==> src/design/assert_macros.svh <==
// Assertion helpers for the RTL files
`ifndef ASSERT_MACROS_SVH
`define ASSERT_MACROS_SVH

// Check a property on every rising edge outside reset
`define BBA_ASSERT(label, clk, rst_n, prop, msg) \
  label: assert property (@(posedge clk) disable iff (!rst_n) (prop)) \
    else $error(msg);

// Check that one condition implies another in the same cycle
`define BBA_ASSERT_IMPL(label, clk, rst_n, cond, cons, msg) \
  label: assert property (@(posedge clk) disable iff (!rst_n) (cond) |-> (cons)) \
    else $error(msg);

// Check that one condition implies another in the next cycle
`define BBA_ASSERT_NEXT(label, clk, rst_n, cond, cons, msg) \
  label: assert property (@(posedge clk) disable iff (!rst_n) (cond) |=> (cons)) \
    else $error(msg);

`endif

==> src/design/bba_ram.sv <==
// ----------------------------------------------------------------------------
// Generic single-port-write RAM
// One write and one registered read per cycle.
// ----------------------------------------------------------------------------
module bba_ram #(
  parameter int WIDTH = 2,
  parameter int DEPTH = 2047
) (
  input  logic                     clk,
  input  logic                     wr_en,
  input  logic [$clog2(DEPTH)-1:0] wr_addr,
  input  logic [WIDTH-1:0]         wr_data,
  input  logic [$clog2(DEPTH)-1:0] rd_addr,
  output logic [WIDTH-1:0]         rd_data
);

  logic [WIDTH-1:0] mem_r [DEPTH];
  logic [WIDTH-1:0] rd_data_r;

  always_ff @(posedge clk) begin
    if (wr_en) begin
      mem_r[wr_addr] <= wr_data;
    end
    rd_data_r <= mem_r[rd_addr];
  end

  assign rd_data = rd_data_r;

endmodule

==> config.mk <==
export PLATFORM = sky130hd
export DESIGN_NAME = bba_ram
export DESIGN_NICKNAME = d
export VERILOG_FILES = /design/src/design/assert_macros.svh /design/src/design/bba_ram.sv
export SDC_FILE = /design/constraint.sdc
export NUM_CORES = 2
export LEC_CHECK = 0
export BUFFER_PORTS_ARGS = -buffer_cell sky130_fd_sc_hd__buf_2
export CORE_MARGIN = 2
export CORE_UTILIZATION = 28
export DETAILED_ROUTE_END_ITERATION = 10
export HOLD_SLACK_MARGIN = 0.06
export RECOVER_POWER = 25
export SLEW_MARGIN = 40
export SYNTH_ARGS = -nofsm -noshare
export SYNTH_HDL_FRONTEND = slang
export SYNTH_SLANG_ARGS = --single-unit
export TNS_END_PERCENT = 20
==> constraint.sdc <==
create_clock -name clk -period 2.15 [get_ports clk]
set_input_delay 0 -clock clk [delete_from_list [all_inputs] [get_ports clk]]
set_output_delay 0 -clock clk [all_outputs]
set_load 0.005 [all_outputs]
---- Word level (Yosys, flattened, before mapping) ----
Memories as Yosys holds them, arrays and structs flattened. A register that Yosys moved wholly into a read port is not among the register bits.
Index checks and enable logic that the tools add are counted.
cells by class
  multiplexer cells ....................... 2
operators with widths
  kind               number
  1-bit two-way mux  2
word-level totals
  register bits ........................... 0
  memories kept ........................... 1
  bits of input ports ..................... 26
  RAM bits ................................ 4,094
memory list
  memory  words  bits a word  rd ports  clocked after memory_dff  wr ports  line           text
  mem_r   2,047  2            1         1                         1         bba_ram.sv:17  logic [WIDTH-1:0] mem_r [DEPTH];

---- Longest topological paths before layout ----
  depth after elaboration ................. 2
  depth in mapped cells ................... 15
  gate-level depth less buffers ........... 9

---- Least setup slack after synthesis ----
OpenSTA, ideal clock, no wires.
  path kind ............................... input-to-reg
  from .................................... input rd_addr[0]
  to ...................................... register rd_data_r[1] (netlist: rd_data[1]), read port of mem_r
  path slack .............................. -0.231 ns
  arrival time ............................ 2.250 ns
  cell stages on the path ................. 11
  data required time ...................... 2.019 ns
  buffers on the path ..................... 3
  cell sequence ........................... buf_6 > buf_8 > buf_2 > mux4_2 > mux4_2 > nand2_1 > o21ai_0 > a221oi_1 > nor3_1 > o2111ai_1 > nand4_1
RTL lines
  item                line           text
  start: declaration  bba_ram.sv:13  input logic [$clog2(DEPTH)-1:0] rd_addr,
  end: declaration    bba_ram.sv:18  logic [WIDTH-1:0] rd_data_r;

==> impl_results.md <==
- Die X-Extent: around 800 microns
- Min Tclk post-route: about 2.9 ns
- RSZ-0062 raised after global routing: yes
- Max Cap Violations: 1
- Max Freq: ~340 MHz
- Vias per inst: around 5.1
- Total gr overflow: 0
- Psw: around 37 mW
- Peak VDD IR: about 0.00068 V
- Most area-hungry cell type in the Yosys netlist: edfxtp_1
- Fraction of layout cells with a size suffix above 1: 0.2287
- Sequential share of power: 0.518
- Sequential share of the synthesized area: 0.7280
- Max clock buf depth: 4
- Starting DRT DRC Count: ~14000
- Max-slew headroom: -0.01798
- Register Area: approximately 0.12 sq mm
- Core area: 0.6016 sq mm
- Placed cell areas: 0.1852 sq mm
- WL final: approximately 500 mm
- Worst path required time: about 3.0 ns
- Max Slew Vio Count: 20
- GRT Total Usage: 0.1581
- Vias in the first global route: slightly below 100k
- Hold Path Class: in -> reg
- Most frequent cells in the layout: edfxtp_1, nor2_1, buf_4, mux4_2, mux2i_1
- Initial antenna violation count: 36
- Syn. warnings: 0
- Clock Latency Late Sink: between 0.9 and 1 ns
- Cell leakage power: between 60 and 70 nW
- Num CTS Buffers: between 400 and 500
- Syn Std Cell Area: around 0.17 sq mm
- Clock skew: 0.07166 ns
- Root buf cell: clkbuf_16
- HPWL Detailed: 305.6 mm
- Hold path cells: 10
- Largest cells by area after synthesis: edfxtp_1, mux4_2, nor2_1
- Internal Power: 132.6 mW
- # nets final: between 10000 and 15000
- Area share of the largest cell type after synthesis: 0.7278
- Largest net degree at the start of global routing: 165
- Routed wire per std cell: 26.72 microns
- Clock share of power: 0.425
- Filler cells: roughly 57000
- Placer congestion estimate: a little over 0.8
- Combinational share of power: 0.057
- First-pass GRT wire length: approximately 710 mm
- Tightest Pin Transition: about 1.5 ns
- Commonest non-fill, non-tap cell in the layout: edfxtp_1
- H-tree levels: 5
- Ys flop type: edfxtp_1
- Arr. time, crit path: approximately 3.8 ns
- WS Path Type: reg -> reg
- Fin crit share: 1.359
- Endpoints failing setup: 2370
- Netlist cell types: 69
- Total clock sinks: 4096
- Synthesized instance count: between 9000 and 10000
- CP Capture Type: flop
- WP depth: 10
- Clock tree from TritonCTS: done
- Syn_area_per_cell: 17.54 sq um
- Status: complete, but fails checks
- CP Buf/Inv Count: 2
- Reg2reg path depth: 10
- Area growth, synth to finish: 17.84%
- Max incr delay on CP: between 0.5 and 0.6 ns
- Critical Path Start Type: flop
- Antenna viol nets, final: 0
- Cell row count: ~290
- CP Max Fanout: 1
- Boundary Pins: 28
- # DRC: 0
- Die H: between 700 and 800 microns
- Pwr Density: approximately 850 mW/mm^2
- Clock Pin Slew Worst Setup and Hold Paths: ~0.06 ns
- Total number of vias: about 96000
- PnR Total Power: 169.8 mW
- Async SR Flop Fraction: 0
- Critical path's slowest cell: mux4_2
- Area taken by multi-input logic gates: slightly above 0.04 sq mm
- CP top delay family: multiplexers
- Number of flops mapped to enable cells by yosys: just over 4000
- Failing checks: max-capacitance violations, max-slew violations, negative setup slack
- Initial Util: 0.2808
- IO buf count: 27
- Synth Register Bits: between 4000 and 5000
- Drt pass-1 iters: 7
- Post-route cell area: approximately 0.2 sq mm
- Sw Share: 0.2191
- Final hold violations: 0
- Setup WS post-layout: -0.7711 ns
- Die ar.: between 0.6 and 0.7 sq mm
- Cells along the critical path: mux4_2, mux4_2, a22oi_2, buf_4, a21oi_4, a211oi_2, buf_4, o21ai_2, nand4_1, nand4_1
- Synth Net Count: between 9000 and 10000
==> flip-flops by register name (all words and copies together), names as in the netlist <==
| register | flops |
|---|---|
| mem_r | 4094 |
| rd_data | 2 |
==> worst register-to-register path, cell delays in order, from the launching register on <==
cell and delay, ns:
edfxtp_1 0.38, mux4_2 0.49, mux4_2 0.57, a22oi_2 0.20, buf_4 0.17, a21oi_4 0.08, a211oi_2 0.16, buf_4 0.17
o21ai_2 0.06, nand4_1 0.34, nand4_1 0.17
==> path summary, 6_finish.rpt <==
check	slack, ns	start	endpoint
hold / removal	0.26	rd_addr[5]	rd_data[1]
hold reg to reg	1.18	mem_r[1959][1]	rd_data[1]
setup reg to reg	-0.77	mem_r[1359][0]	rd_data[0]
setup / recovery	-0.77	mem_r[1359][0]	rd_data[0]
==> kinds of logic after synthesis <==
family	after synthesis	share of synthesized area
flops	4096	0.7280
simple gates	2627	0.06225
mux	1360	0.1474
buf+inv	822	0.03125
compound gates	728	0.03110
==> synth_stat cells (47+ instances only) <==
cell	number
mux4_2	638
buf_8	53
nand3_1	65
nor2_1	2112
o22ai_1	118
buf_6	63
clkbuf_1	420
a211oi_1	51
nand2_1	184
a21oi_1	152
o221ai_1	195
buf_2	71
edfxtp_1	4094
buf_1	94
mux4_1	202
clkbuf_8	47
mux2i_1	510
nor3_1	123
a22oi_1	54
==> stage by stage <==
stage / setup TNS [ns] / setup slack (ns) / util / hold WS (ns) / cells
after floorplan: -0.2461 / -0.1242 / - / 0.09887 / 9633
after global placement: -3.894 / -2.045 / 0.3077 / 0.3660 / 17890
after detailed placement: -5.505 / -1.887 / 0.3079 / 0.3646 / 17890
after CTS: -1.395 / -0.7390 / 0.3310 / 0.07777 / 18680
after global routing: -703.71 / -0.7975 / 0.3308 / 0.2278 / 18690
final: -518.45 / -0.7711 / 0.3309 / 0.2596 / 18700
==> layout make-up <==
type | count | area share
tap | 8036 | 0.05051
antenna | 15 | 0.0001886
clock inverter | 271 | 0.01268
clock buffer | 494 | 0.05494
multi-input combinational | 4715 | 0.2088
timing repair buffer | 1068 | 0.05490
sequential | 4096 | 0.6178
inverter | 4 | 0.0001257
==> power groups by stage <==
stage / logic [mW] / registers, mW / clock network, mW
floorplan: 4.67 / 89.6 / 0
global placement: 9.53 / 89.6 / 0
detailed placement: 9.57 / 89.6 / 0
CTS: 9.69 / 87.9 / 72.8
global route: 10.1 / 87.8 / 75.9
finish: 9.68 / 87.9 / 72.2
==> routing by layer <==
layer	track usage	wire [microns]
met1	0.2229	204600
met2	0.2534	233900
met3	0.02530	46890
met4	0.04403	14280
met5	0	104
==> timing repair <==
item	in CTS	in global routing
buffers inserted	0	5
gates resized for setup	40	37
pin swaps	13	14
endpoints found under the setup margin	2	143
hold endpoints to repair	4905	0
hold buffers	25	0
cloned	0	0
Power figures use the tool's default switching activity.
